## src/rtl/usbdev_pkg.sv

```systemverilog
// shared types, codes and defaults of the usb device endpoint controller
package usbdev_pkg;

  localparam int NUM_ENDPOINTS_DEF = 6;
  localparam int FIFO_BYTES_DEF    = 64;

  typedef enum logic [2:0] {
    OP_CPU_READ  = 3'd0,
    OP_CPU_WRITE = 3'd1,
    OP_HOST_DATA = 3'd2,
    OP_SETUP     = 3'd3,
    OP_IN_READY  = 3'd4,
    OP_OUT_READY = 3'd5,
    OP_ATTACH    = 3'd6,
    OP_POLL      = 3'd7
  } op_t;

  typedef enum logic [2:0] {
    KIND_READ     = 3'd0,
    KIND_TX       = 3'd1,
    KIND_TX_EMPTY = 3'd2,
    KIND_ACK      = 3'd3,
    KIND_EP_IRQ   = 3'd4,
    KIND_GEN_IRQ  = 3'd5
  } kind_t;

  localparam logic [7:0] ADDR_DEV_FLAGS = 8'hE1;
  localparam logic [7:0] ADDR_EP_FLAGS  = 8'hE8;
  localparam logic [7:0] ADDR_EP_SELECT = 8'hE9;
  localparam logic [7:0] ADDR_EP_CTRL   = 8'hEB;
  localparam logic [7:0] ADDR_EP_CFG0   = 8'hEC;
  localparam logic [7:0] ADDR_EP_CFG1   = 8'hED;
  localparam logic [7:0] ADDR_EP_IEN    = 8'hF0;
  localparam logic [7:0] ADDR_FIFO_DATA = 8'hF1;

  localparam int FLAG_TXIN  = 0;
  localparam int FLAG_RXOUT = 2;
  localparam int FLAG_SETUP = 3;

  localparam logic [7:0] DEV_ATTACHED = 8'h08;

  typedef struct packed {
    logic load;
    logic exec;
    logic push_imm;
    logic push_mem;
    logic tx_read;
    logic push_tx;
    logic clear_step;
  } cmd_t;

  typedef struct packed {
    logic needs_result;
    logic is_mem_read;
    logic is_tx;
    logic out_free;
    logic tx_last;
    logic clear_done;
  } sts_t;

endpackage

```

## src/rtl/usbdev_req_if.sv

```systemverilog
// request channel: one cpu access or host event per word
interface usbdev_req_if;
  logic       valid;
  logic       ready;
  logic [2:0] opcode;
  logic [7:0] reg_addr;
  logic [7:0] wdata;
  logic [2:0] ep_num;
  logic [5:0] fifo_pos;
  logic       global_int_on;

  modport source (output valid, opcode, reg_addr, wdata, ep_num, fifo_pos, global_int_on,
                  input ready);
  modport sink   (input valid, opcode, reg_addr, wdata, ep_num, fifo_pos, global_int_on,
                  output ready);
endinterface

```

## src/rtl/usbdev_rsp_if.sv

```systemverilog
// response channel: one result per word
interface usbdev_rsp_if;
  logic       valid;
  logic       ready;
  logic [2:0] kind;
  logic [7:0] rdata;
  logic [2:0] out_ep;
  logic       last;

  modport source (output valid, kind, rdata, out_ep, last, input ready);
  modport sink   (input valid, kind, rdata, out_ep, last, output ready);
endinterface

```

## src/rtl/usb_device_endpoint_controller.sv

```systemverilog
// top level: usb device endpoint controller with cpu register port and host events
// each word is accepted in idle, then executed; fifo data reads add a memory output state
// a new word is taken only in idle, once the last one is done; a transmit reads and pushes
//   each fifo byte through the single read port, waiting while the output register is full
// reset: synchronous; registers clear at once, then a clearing pass zeroes the fifo memory
//   one byte per cycle (all NUM_ENDPOINTS * FIFO_BYTES bytes, 384 by default) before req.ready
module usb_device_endpoint_controller #(
  parameter int NUM_ENDPOINTS = usbdev_pkg::NUM_ENDPOINTS_DEF,
  parameter int FIFO_BYTES    = usbdev_pkg::FIFO_BYTES_DEF
) (
  input logic         clk,
  input logic         rst,
  usbdev_req_if.sink  req,
  usbdev_rsp_if.source rsp
);
  import usbdev_pkg::*;

  // command and status between the state machine and the datapath
  cmd_t cmd;
  sts_t sts;

  // controller: clearing pass, then one item at a time through execute,
  // with read and transmit states waiting on the output register
  usbdev_ctrl u_ctrl (
    .clk      (clk),
    .rst      (rst),
    .in_valid (req.valid),
    .in_ready (req.ready),
    .sts      (sts),
    .cmd      (cmd)
  );

  // datapath: the output register lets a new word in while a result waits
  usbdev_dp #(
    .NUM_ENDPOINTS (NUM_ENDPOINTS),
    .FIFO_BYTES    (FIFO_BYTES)
  ) u_dp (
    .clk           (clk),
    .rst           (rst),
    .opcode        (req.opcode),
    .reg_addr      (req.reg_addr),
    .wdata         (req.wdata),
    .ep_num        (req.ep_num),
    .fifo_pos      (req.fifo_pos),
    .global_int_on (req.global_int_on),
    .cmd           (cmd),
    .sts           (sts),
    .out_valid     (rsp.valid),
    .out_ready     (rsp.ready),
    .out_kind      (rsp.kind),
    .out_rdata     (rsp.rdata),
    .out_ep        (rsp.out_ep),
    .out_last      (rsp.last)
  );

endmodule

```

## src/rtl/usbdev_ctrl.sv

```systemverilog
// control state machine: sequences clearing, execution, reads and transmit
module usbdev_ctrl (
  input  logic               clk,
  input  logic               rst,
  input  logic               in_valid,
  output logic               in_ready,
  input  usbdev_pkg::sts_t   sts,
  output usbdev_pkg::cmd_t   cmd
);
  import usbdev_pkg::*;

  typedef enum logic [5:0] {
    S_CLEAR  = 6'b000001,
    S_IDLE   = 6'b000010,
    S_EXEC   = 6'b000100,
    S_MEMOUT = 6'b001000,
    S_TXRD   = 6'b010000,
    S_TXOUT  = 6'b100000
  } state_t;

  state_t state, state_next;

  always_ff @(posedge clk) begin
    if (rst) begin
      state <= S_CLEAR;
    end else begin
      state <= state_next;
    end
  end

  assign in_ready = (state == S_IDLE);

  always_comb begin
    cmd        = '0;
    state_next = state;
    case (state)
      S_CLEAR: begin
        cmd.clear_step = 1'b1;
        if (sts.clear_done) state_next = S_IDLE;
      end
      S_IDLE: begin
        if (in_valid) begin
          cmd.load   = 1'b1;
          state_next = S_EXEC;
        end
      end
      S_EXEC: begin
        if (sts.is_mem_read) begin
          cmd.exec   = 1'b1;
          state_next = S_MEMOUT;
        end else if (sts.is_tx) begin
          cmd.exec   = 1'b1;
          state_next = S_TXRD;
        end else if (sts.needs_result) begin
          if (sts.out_free) begin
            cmd.exec     = 1'b1;
            cmd.push_imm = 1'b1;
            state_next   = S_IDLE;
          end
        end else begin
          cmd.exec   = 1'b1;
          state_next = S_IDLE;
        end
      end
      S_MEMOUT: begin
        if (sts.out_free) begin
          cmd.push_mem = 1'b1;
          state_next   = S_IDLE;
        end
      end
      S_TXRD: begin
        cmd.tx_read = 1'b1;
        state_next  = S_TXOUT;
      end
      S_TXOUT: begin
        if (sts.out_free) begin
          cmd.push_tx = 1'b1;
          state_next  = sts.tx_last ? S_IDLE : S_TXRD;
        end
      end
      default: begin
        state_next = S_CLEAR;
      end
    endcase
  end

endmodule

```

## src/rtl/usbdev_dp.sv

```systemverilog
// datapath: endpoint registers, fifo memory, transmit counter and output register
module usbdev_dp #(
  parameter int NUM_ENDPOINTS = usbdev_pkg::NUM_ENDPOINTS_DEF,
  parameter int FIFO_BYTES    = usbdev_pkg::FIFO_BYTES_DEF
) (
  input  logic             clk,
  input  logic             rst,
  input  logic [2:0]       opcode,
  input  logic [7:0]       reg_addr,
  input  logic [7:0]       wdata,
  input  logic [2:0]       ep_num,
  input  logic [5:0]       fifo_pos,
  input  logic             global_int_on,
  input  usbdev_pkg::cmd_t cmd,
  output usbdev_pkg::sts_t sts,
  output logic             out_valid,
  input  logic             out_ready,
  output logic [2:0]       out_kind,
  output logic [7:0]       out_rdata,
  output logic [2:0]       out_ep,
  output logic             out_last
);
  import usbdev_pkg::*;

  localparam int EPW   = (NUM_ENDPOINTS > 1) ? $clog2(NUM_ENDPOINTS) : 1;
  localparam int OW    = $clog2(FIFO_BYTES);
  localparam int IW    = $clog2(FIFO_BYTES + 1);
  localparam int DEPTH = NUM_ENDPOINTS * FIFO_BYTES;
  localparam int AW    = $clog2(DEPTH);
  localparam logic [IW-1:0] IDX_FULL  = IW'(FIFO_BYTES);
  localparam logic [AW-1:0] LAST_ADDR = AW'(DEPTH - 1);

  // latched item
  op_t        op_q;
  logic [7:0] addr_q;
  logic [7:0] wdata_q;
  logic [2:0] cur_ep;
  logic [5:0] pos_q;
  logic       gie_q;

  // architectural state
  logic [2:0]    selected_ep;
  logic [7:0]    device_flags;
  logic [7:0]    ep_flags   [NUM_ENDPOINTS];
  logic [7:0]    ep_ien     [NUM_ENDPOINTS];
  logic [7:0]    ep_ctl     [NUM_ENDPOINTS];
  logic [7:0]    ep_cfg0    [NUM_ENDPOINTS];
  logic [7:0]    ep_cfg1    [NUM_ENDPOINTS];
  logic [IW-1:0] fifo_index [NUM_ENDPOINTS];

  logic [7:0]    mem [DEPTH];
  logic [7:0]    mem_q;

  logic [OW-1:0] tx_cnt;
  logic [IW-1:0] tx_len;
  logic [AW-1:0] clr_addr;

  // decode of the latched item
  logic [EPW-1:0] epi;
  logic           ep_ok;
  logic [IW-1:0]  cur_idx;
  logic           idx_full;
  logic           pos_ok;
  logic           flag_wr;
  logic           poll_hit;
  logic [AW-1:0]  ep_base;
  logic [7:0]     rd_val;
  logic           imm_has;
  kind_t          imm_kind;
  logic [7:0]     imm_data;
  logic [2:0]     imm_ep;

  assign epi      = cur_ep[EPW-1:0];
  assign ep_ok    = 32'(cur_ep) < NUM_ENDPOINTS;
  assign cur_idx  = fifo_index[epi];
  assign idx_full = (cur_idx == IDX_FULL);
  assign pos_ok   = 32'(pos_q) < FIFO_BYTES;
  assign ep_base  = AW'(32'(epi) * FIFO_BYTES);
  assign flag_wr  = (op_q == OP_CPU_WRITE) && (addr_q == ADDR_EP_FLAGS) && ep_ok;

  always_comb begin
    poll_hit = 1'b0;
    for (int i = 0; i < NUM_ENDPOINTS; i++) begin
      poll_hit = poll_hit | (|(ep_flags[i] & ep_ien[i]));
    end
  end

  always_comb begin
    rd_val = 8'h00;
    if (addr_q == ADDR_DEV_FLAGS) begin
      rd_val = device_flags;
    end else if (addr_q == ADDR_EP_SELECT) begin
      rd_val = {5'b0, selected_ep};
    end else if (ep_ok) begin
      case (addr_q)
        ADDR_EP_FLAGS: rd_val = ep_flags[epi];
        ADDR_EP_CTRL:  rd_val = ep_ctl[epi];
        ADDR_EP_CFG0:  rd_val = ep_cfg0[epi];
        ADDR_EP_CFG1:  rd_val = ep_cfg1[epi];
        ADDR_EP_IEN:   rd_val = ep_ien[epi];
        default:       rd_val = 8'h00;
      endcase
    end
  end

  // single result that an item produces right away
  always_comb begin
    imm_has  = 1'b0;
    imm_kind = KIND_READ;
    imm_data = 8'h00;
    imm_ep   = 3'd0;
    case (op_q)
      OP_CPU_READ: begin
        imm_has  = 1'b1;
        imm_data = rd_val;
      end
      OP_CPU_WRITE: begin
        if (flag_wr) begin
          if (!wdata_q[FLAG_SETUP]) begin
            imm_has  = 1'b1;
            imm_kind = KIND_ACK;
          end else if (!wdata_q[FLAG_TXIN] && cur_idx == '0) begin
            imm_has  = 1'b1;
            imm_kind = KIND_TX_EMPTY;
            imm_ep   = cur_ep;
          end
        end
      end
      OP_ATTACH: begin
        imm_has  = 1'b1;
        imm_kind = KIND_GEN_IRQ;
      end
      OP_POLL: begin
        if (gie_q && poll_hit) begin
          imm_has  = 1'b1;
          imm_kind = KIND_EP_IRQ;
        end
      end
      default: imm_has = 1'b0;
    endcase
  end

  assign sts.needs_result = imm_has;
  assign sts.is_mem_read  = (op_q == OP_CPU_READ) && (addr_q == ADDR_FIFO_DATA) && ep_ok &&
                            !idx_full;
  assign sts.is_tx        = flag_wr && wdata_q[FLAG_SETUP] && !wdata_q[FLAG_TXIN] &&
                            (cur_idx != '0);
  assign sts.out_free     = !out_valid || out_ready;
  assign sts.tx_last      = (IW'(tx_cnt) + IW'(1)) == tx_len;
  assign sts.clear_done   = (clr_addr == LAST_ADDR);

  // item latch
  always_ff @(posedge clk) begin
    if (cmd.load) begin
      op_q    <= op_t'(opcode);
      addr_q  <= reg_addr;
      wdata_q <= wdata;
      pos_q   <= fifo_pos;
      gie_q   <= global_int_on;
      case (op_t'(opcode))
        OP_HOST_DATA, OP_IN_READY, OP_OUT_READY: cur_ep <= ep_num;
        OP_SETUP:                                cur_ep <= 3'd0;
        default:                                 cur_ep <= selected_ep;
      endcase
    end
  end

  // register file and fifo index updates
  always_ff @(posedge clk) begin
    if (rst) begin
      selected_ep  <= 3'd0;
      device_flags <= 8'h00;
      for (int i = 0; i < NUM_ENDPOINTS; i++) begin
        ep_flags[i]   <= 8'h00;
        ep_ien[i]     <= 8'h00;
        ep_ctl[i]     <= 8'h00;
        ep_cfg0[i]    <= 8'h00;
        ep_cfg1[i]    <= 8'h00;
        fifo_index[i] <= '0;
      end
    end else if (cmd.exec) begin
      case (op_q)
        OP_CPU_WRITE: begin
          if (addr_q == ADDR_DEV_FLAGS) begin
            device_flags <= wdata_q;
          end else if (addr_q == ADDR_EP_SELECT) begin
            selected_ep <= wdata_q[2:0];
          end else if (ep_ok) begin
            case (addr_q)
              ADDR_EP_CTRL: ep_ctl[epi]  <= wdata_q;
              ADDR_EP_CFG0: ep_cfg0[epi] <= wdata_q;
              ADDR_EP_CFG1: ep_cfg1[epi] <= wdata_q;
              ADDR_EP_IEN:  ep_ien[epi]  <= wdata_q;
              ADDR_FIFO_DATA: begin
                if (!idx_full) fifo_index[epi] <= cur_idx + IW'(1);
              end
              ADDR_EP_FLAGS: begin
                ep_flags[epi] <= ep_flags[epi] & wdata_q;
                if (!wdata_q[FLAG_SETUP] || !wdata_q[FLAG_TXIN]) fifo_index[epi] <= '0;
              end
              default: ;
            endcase
          end
        end
        OP_CPU_READ: begin
          if (addr_q == ADDR_FIFO_DATA && ep_ok && !idx_full) begin
            fifo_index[epi] <= cur_idx + IW'(1);
          end
        end
        OP_SETUP: begin
          fifo_index[0]            <= '0;
          ep_flags[0][FLAG_SETUP] <= 1'b1;
        end
        OP_IN_READY: begin
          if (ep_ok) ep_flags[epi][FLAG_TXIN] <= 1'b1;
        end
        OP_OUT_READY: begin
          if (ep_ok) ep_flags[epi][FLAG_RXOUT] <= 1'b1;
        end
        OP_ATTACH: device_flags <= DEV_ATTACHED;
        default: ;
      endcase
    end
  end

  // transmit length and byte counter
  always_ff @(posedge clk) begin
    if (cmd.exec && sts.is_tx) begin
      tx_len <= cur_idx;
      tx_cnt <= '0;
    end else if (cmd.push_tx) begin
      tx_cnt <= tx_cnt + OW'(1);
    end
  end

  // clearing sweep address
  always_ff @(posedge clk) begin
    if (rst) begin
      clr_addr <= '0;
    end else if (cmd.clear_step && !sts.clear_done) begin
      clr_addr <= clr_addr + AW'(1);
    end
  end

  // fifo memory, one write and one read port
  logic          mem_we;
  logic [AW-1:0] mem_wa;
  logic [7:0]    mem_wd;
  logic          mem_re;
  logic [AW-1:0] mem_ra;

  always_comb begin
    mem_we = 1'b0;
    mem_wa = clr_addr;
    mem_wd = 8'h00;
    if (cmd.clear_step) begin
      mem_we = 1'b1;
    end else if (cmd.exec && op_q == OP_CPU_WRITE && addr_q == ADDR_FIFO_DATA && ep_ok &&
                 !idx_full) begin
      mem_we = 1'b1;
      mem_wa = ep_base + AW'(cur_idx[OW-1:0]);
      mem_wd = wdata_q;
    end else if (cmd.exec && op_q == OP_HOST_DATA && ep_ok && pos_ok) begin
      mem_we = 1'b1;
      mem_wa = ep_base + AW'(pos_q);
      mem_wd = wdata_q;
    end
  end

  always_comb begin
    mem_re = 1'b0;
    mem_ra = ep_base + AW'(tx_cnt);
    if (cmd.tx_read) begin
      mem_re = 1'b1;
    end else if (cmd.exec && sts.is_mem_read) begin
      mem_re = 1'b1;
      mem_ra = ep_base + AW'(cur_idx[OW-1:0]);
    end
  end

  always_ff @(posedge clk) begin
    if (mem_we) mem[mem_wa] <= mem_wd;
    if (mem_re) mem_q <= mem[mem_ra];
  end

  // output register
  always_ff @(posedge clk) begin
    if (rst) begin
      out_valid <= 1'b0;
    end else if (cmd.push_imm || cmd.push_mem || cmd.push_tx) begin
      out_valid <= 1'b1;
    end else if (out_ready) begin
      out_valid <= 1'b0;
    end
  end

  always_ff @(posedge clk) begin
    if (cmd.push_imm) begin
      out_kind  <= imm_kind;
      out_rdata <= imm_data;
      out_ep    <= imm_ep;
      out_last  <= 1'b1;
    end else if (cmd.push_mem) begin
      out_kind  <= KIND_READ;
      out_rdata <= mem_q;
      out_ep    <= 3'd0;
      out_last  <= 1'b1;
    end else if (cmd.push_tx) begin
      out_kind  <= KIND_TX;
      out_rdata <= mem_q;
      out_ep    <= cur_ep;
      out_last  <= sts.tx_last;
    end
  end

endmodule
```

## src/flat_wrapper.sv

```systemverilog
// flat-port wrapper written by rule: the top's interface ports become plain ports
module usb_device_endpoint_controller_flat import usbdev_pkg::*;
#(
  parameter int NUM_ENDPOINTS = usbdev_pkg::NUM_ENDPOINTS_DEF,
  parameter int FIFO_BYTES    = usbdev_pkg::FIFO_BYTES_DEF
)
  (clk, rst, req_valid, req_opcode, req_reg_addr, req_wdata, req_ep_num, req_fifo_pos, req_global_int_on, req_ready, rsp_valid, rsp_kind, rsp_rdata, rsp_out_ep, rsp_last, rsp_ready);
  usbdev_req_if req_i ();
  usbdev_rsp_if rsp_i ();
  input logic clk;
  input logic rst;
  input wire logic [$bits(req_i.valid)-1:0] req_valid;
  input wire logic [$bits(req_i.opcode)-1:0] req_opcode;
  input wire logic [$bits(req_i.reg_addr)-1:0] req_reg_addr;
  input wire logic [$bits(req_i.wdata)-1:0] req_wdata;
  input wire logic [$bits(req_i.ep_num)-1:0] req_ep_num;
  input wire logic [$bits(req_i.fifo_pos)-1:0] req_fifo_pos;
  input wire logic [$bits(req_i.global_int_on)-1:0] req_global_int_on;
  output wire logic [$bits(req_i.ready)-1:0] req_ready;
  output wire logic [$bits(rsp_i.valid)-1:0] rsp_valid;
  output wire logic [$bits(rsp_i.kind)-1:0] rsp_kind;
  output wire logic [$bits(rsp_i.rdata)-1:0] rsp_rdata;
  output wire logic [$bits(rsp_i.out_ep)-1:0] rsp_out_ep;
  output wire logic [$bits(rsp_i.last)-1:0] rsp_last;
  input wire logic [$bits(rsp_i.ready)-1:0] rsp_ready;
  assign req_i.valid = req_valid;
  assign req_i.opcode = req_opcode;
  assign req_i.reg_addr = req_reg_addr;
  assign req_i.wdata = req_wdata;
  assign req_i.ep_num = req_ep_num;
  assign req_i.fifo_pos = req_fifo_pos;
  assign req_i.global_int_on = req_global_int_on;
  assign req_ready = req_i.ready;
  assign rsp_valid = rsp_i.valid;
  assign rsp_kind = rsp_i.kind;
  assign rsp_rdata = rsp_i.rdata;
  assign rsp_out_ep = rsp_i.out_ep;
  assign rsp_last = rsp_i.last;
  assign rsp_i.ready = rsp_ready;
  usb_device_endpoint_controller #(.NUM_ENDPOINTS(NUM_ENDPOINTS), .FIFO_BYTES(FIFO_BYTES)) u_core (.clk(clk), .rst(rst), .req(req_i), .rsp(rsp_i));
endmodule
```

## config.mk

```make
export PLATFORM = sky130hd
export DESIGN_NAME = usb_device_endpoint_controller_flat
export DESIGN_NICKNAME = d
export VERILOG_FILES = /design/src/rtl/usbdev_pkg.sv /design/src/rtl/usbdev_req_if.sv /design/src/rtl/usbdev_rsp_if.sv /design/src/rtl/usb_device_endpoint_controller.sv /design/src/rtl/usbdev_ctrl.sv /design/src/rtl/usbdev_dp.sv /design/src/flat_wrapper.sv
export SDC_FILE = /design/constraint.sdc
export NUM_CORES = 2
export LEC_CHECK = 0
export ABC_AREA = 1
export BUFFER_PORTS_ARGS = -buffer_cell sky130_fd_sc_hd__buf_2
export CAP_MARGIN = 15
export CORE_MARGIN = 10
export CORE_UTILIZATION = 43
export CTS_CLUSTER_SIZE = 20
export DETAILED_ROUTE_END_ITERATION = 6
export MAX_ROUTING_LAYER = met4
export PLACE_DENSITY = 0.69
export RECOVER_POWER = 50
export REMOVE_ABC_BUFFERS = 1
export SLEW_MARGIN = 20
export SYNTH_ARGS = -nofsm -noshare
export SYNTH_HDL_FRONTEND = slang
export SYNTH_SLANG_ARGS = --single-unit
```

## constraint.sdc

```tcl
create_clock -name clk -period 22.3 [get_ports clk]
set_input_delay 5.575 -clock clk [delete_from_list [all_inputs] [get_ports clk]]
set_output_delay 5.575 -clock clk [all_outputs]
set_load 0.02 [all_outputs]
```

==> reports/results.txt <==
commonest cells after routing, fill and taps aside -> 3506 x edfxtp_1, 3258 x nand2_1, 2204 x nand3_1
Nets -> 13830
remaining global-route overflow -> 0
Area Growth Syn to Fin -> 10.43%
Reg power frac -> 52.2%
max cap viols -> 35
area post-placement -> 156600 sq um
largest net degree at the start of global routing -> 234
final hold viol count -> 0
post-route setup TNS -> 0 ns
Synth cell types -> 59
CTS tree -> yes
site row count -> 218
WP data arrival -> 16.61 ns
CP Launch Type -> flip-flop
post-layout util -> 47.62%
failing checks -> design-rule violations, max-capacitance violations, max-slew violations
ys flop type -> edfxtp_1
H-tree depth -> 5
Power Dens Cells -> 83.07 nW/um^2
DRT antenna net count -> 0
Avg Inst Size Synth -> 10.86 sq um
Sw Ratio -> 21.96%
crit path max fanout -> 63
core area -> 352400 sq um
CP Capture Type -> flip-flop
final worst path period need -> 16.01 ns
clk buf depth -> 4
Leak -> 62.15 nW
Slew Limit Fails -> 1796
Routability Congestion -> 0.9137
Design Power -> 0.01394 W
P_int -> 0.01088 W
Hold Path Class -> reg -> reg
DP HPWL -> 234400 microns
Post-CTS Setup Bufs -> 0
Total GRT Usage -> 21.62%
synth warn -> 0
Final Cell Area -> 167800 sq um
actual slew at the worst max-slew pin -> 4.729 ns
hold buffers post-CTS -> 0
Sw Pwr -> 0.003061 W
Seq cells post-synth -> 3543
Logic pwr share -> 5.0%
CTS Buf Count -> 351
Cell Area, Synth -> 151900 sq um
Cells after DPL -> 18160
clk_lat worst skew -> 0.95 ns
Root Driver -> clkbuf_16
Die Area -> 377500 sq um
IO Count -> 50
post_cts resized -> 0
count of input and output buffers -> 49
fillcell total -> 31170
clk_skew -> 0.09955 ns
initial antenna violation count -> 10
Die Y -> 614.5 microns
# setup viols final -> 0
via count of the first global-routing pass -> 98180
clock sink count -> 3543
ys async rst share -> 0%
WL final -> 415800 microns
Slew HR -> -215.3%
Post-synth EDFFs -> 3506
layout cell share with drive strength beyond 1 -> 5.082%
fmax -> 62.47 MHz
Vias/cell -> 5.505
Cells after Synth -> 13990
Worst-path clk slew -> 0.06 ns
first-pass GRT wire length -> 614500 microns
post-route insts no fill -> 18810
router iterations before antenna repair -> 7
Clock power frac -> 42.8%
critical path class -> reg -> reg
wire length per cell -> 22.11 microns
Critical Path RT -> 22.90 ns
DRT iter0 DRCs -> 13240
DR vias -> 103500
Initial Util -> 43.12%
RSZ-0062 raised after global routing -> no
maximum vdd drop -> 0.06554 mV
Final period util -> 71.79%
DRC viols -> 2
outcome -> complete, but fails checks
most common cell after layout, fill and taps aside -> edfxtp_1
post-synthesis sequential area ratio -> 69.77%
Die W -> 614.5 microns
[worst max-delay path, cell delays in order (launching register included)]
cell and delay [ns]:
dfxtp_1 0.30, clkbuf_1 1.60, inv_1 1.11, clkbuf_1 1.11
o21ai_0 1.30, inv_1 0.26, ha_1 0.27, nand2_1 0.06
nor2_1 0.06, nand2_1 0.33, nand2_1 0.17, nand2_1 0.10
nor2_1 0.06, nand3_1 0.22, nand3_1 0.42, nand2_1 0.39
inv_1 0.26, nor2_1 1.68, clkbuf_1 2.05, clkbuf_1 2.69
buf_4 1.01
[power groups by stage]
stage                     registers (W)  clock network (W)  logic (W)
final                           0.00727            0.00597   0.000695
after global routing            0.00727            0.00629   0.000744
after CTS                       0.00727            0.00602   0.000681
after detailed placement        0.00742                  0   0.000677
after global placement          0.00741                  0   0.000671
after floorplan                 0.00741                  0   0.000814
[worst paths after layout]
check / from / to / slack (ns) / depth (start not counted)
setup / recovery: flip-flop / u_core.u_dp.mem[322][6] / 6.29 / 20
hold / removal: u_core.u_dp.device_flags[6] / u_core.u_dp.device_flags[6] / 0.47 / 2
setup reg to reg: flip-flop / u_core.u_dp.mem[322][6] / 6.29 / 20
hold reg to reg: u_core.u_dp.device_flags[6] / u_core.u_dp.device_flags[6] / 0.47 / 2
[synthesized netlist by cell type (3+ instances only)]
cell	count	area share, %
nand3_2	6	0.040
nand2_2	17	0.070
edfxtp_1	3506	69
inv_2	9	0.022
xor2_1	9	0.052
a221oi_1	6	0.035
o2111ai_1	3	0.017
buf_2	279	0.92
buf_6	3	0.022
dfxtp_1	37	0.49
o21ai_0	734	2.4
inv_1	1618	4.0
nor2_4	5	0.037
o21bai_1	225	1.1
nor2_1	1003	2.5
o221ai_1	47	0.27
nor3_1	38	0.13
nand3_1	2213	7.3
nor2_2	11	0.045
o31ai_1	4	0.020
buf_1	102	0.25
o22ai_1	59	0.24
nor4_1	9	0.037
a21oi_1	42	0.14
o21ai_1	13	0.043
a31oi_1	5	0.021
o211ai_1	129	0.64
nand4_1	40	0.16
clkinv_1	9	0.022
ha_1	5	0.041
clkbuf_1	445	1.1
nand2_1	3257	8.0
buf_4	10	0.049
nand3b_1	56	0.28
[final cells by class]
type | instances | area [sq um] | area share [%]
Clock inverter | 205 | 2235 | 1.332
Timing Repair Buffer | 194 | 1368 | 0.8150
Tap cell | 4730 | 5918 | 3.527
Sequential cell | 3543 | 106000 | 63.19
Multi-Input combinational cell | 8061 | 36820 | 21.94
Antenna cell | 7 | 17.52 | 0.01044
Inverter | 1636 | 6161 | 3.672
Clock buffer | 429 | 9255 | 5.516
[cells by family after synthesis]
| logic type | synth area share, % |
|---|---|
| compound gates | 5.064 |
| xor+xnor | 0.06341 |
| fa+ha+maj | 0.04117 |
| buf+inv | 6.383 |
| flops | 69.77 |
| other cells | 0.002468 |
| simple gates | 18.67 |
[metal layers]
layer / global-route usage [%] / routed length [microns] / up-vias
met5: - / 0 / -
met4: 8.617 / 18720 / 0
met3: 4.504 / 45040 / 945
met2: 33.00 / 188500 / 5788
met1: 28.42 / 163600 / 49670
li1: - / - / 47130
[registers in the layout, summed over array words and instances, names as in the netlist, 9 cells and up, named ones only]
register and flops:
u_core.u_dp.mem 3072, u_core.u_dp.ep_cfg0 64, u_core.u_dp.ep_cfg1 64, u_core.u_dp.ep_ctl 64, u_core.u_dp.ep_flags 64, u_core.u_dp.ep_ien 64
u_core.u_dp.fifo_index 56, u_core.u_dp.clr_addr 9
[per-stage QoR]
stage | setup WS (ns) | hold slack [ns]
finish | 6.292 | 0.4713
global route | 5.927 | 0.4997
CTS | 12.43 | 0.4717
detailed placement | 11.46 | 0.4621
global placement | 11.49 | 0.4529
floorplan | -12.04 | 0.4393
No activity file was read; power rests on OpenSTA's default activity.
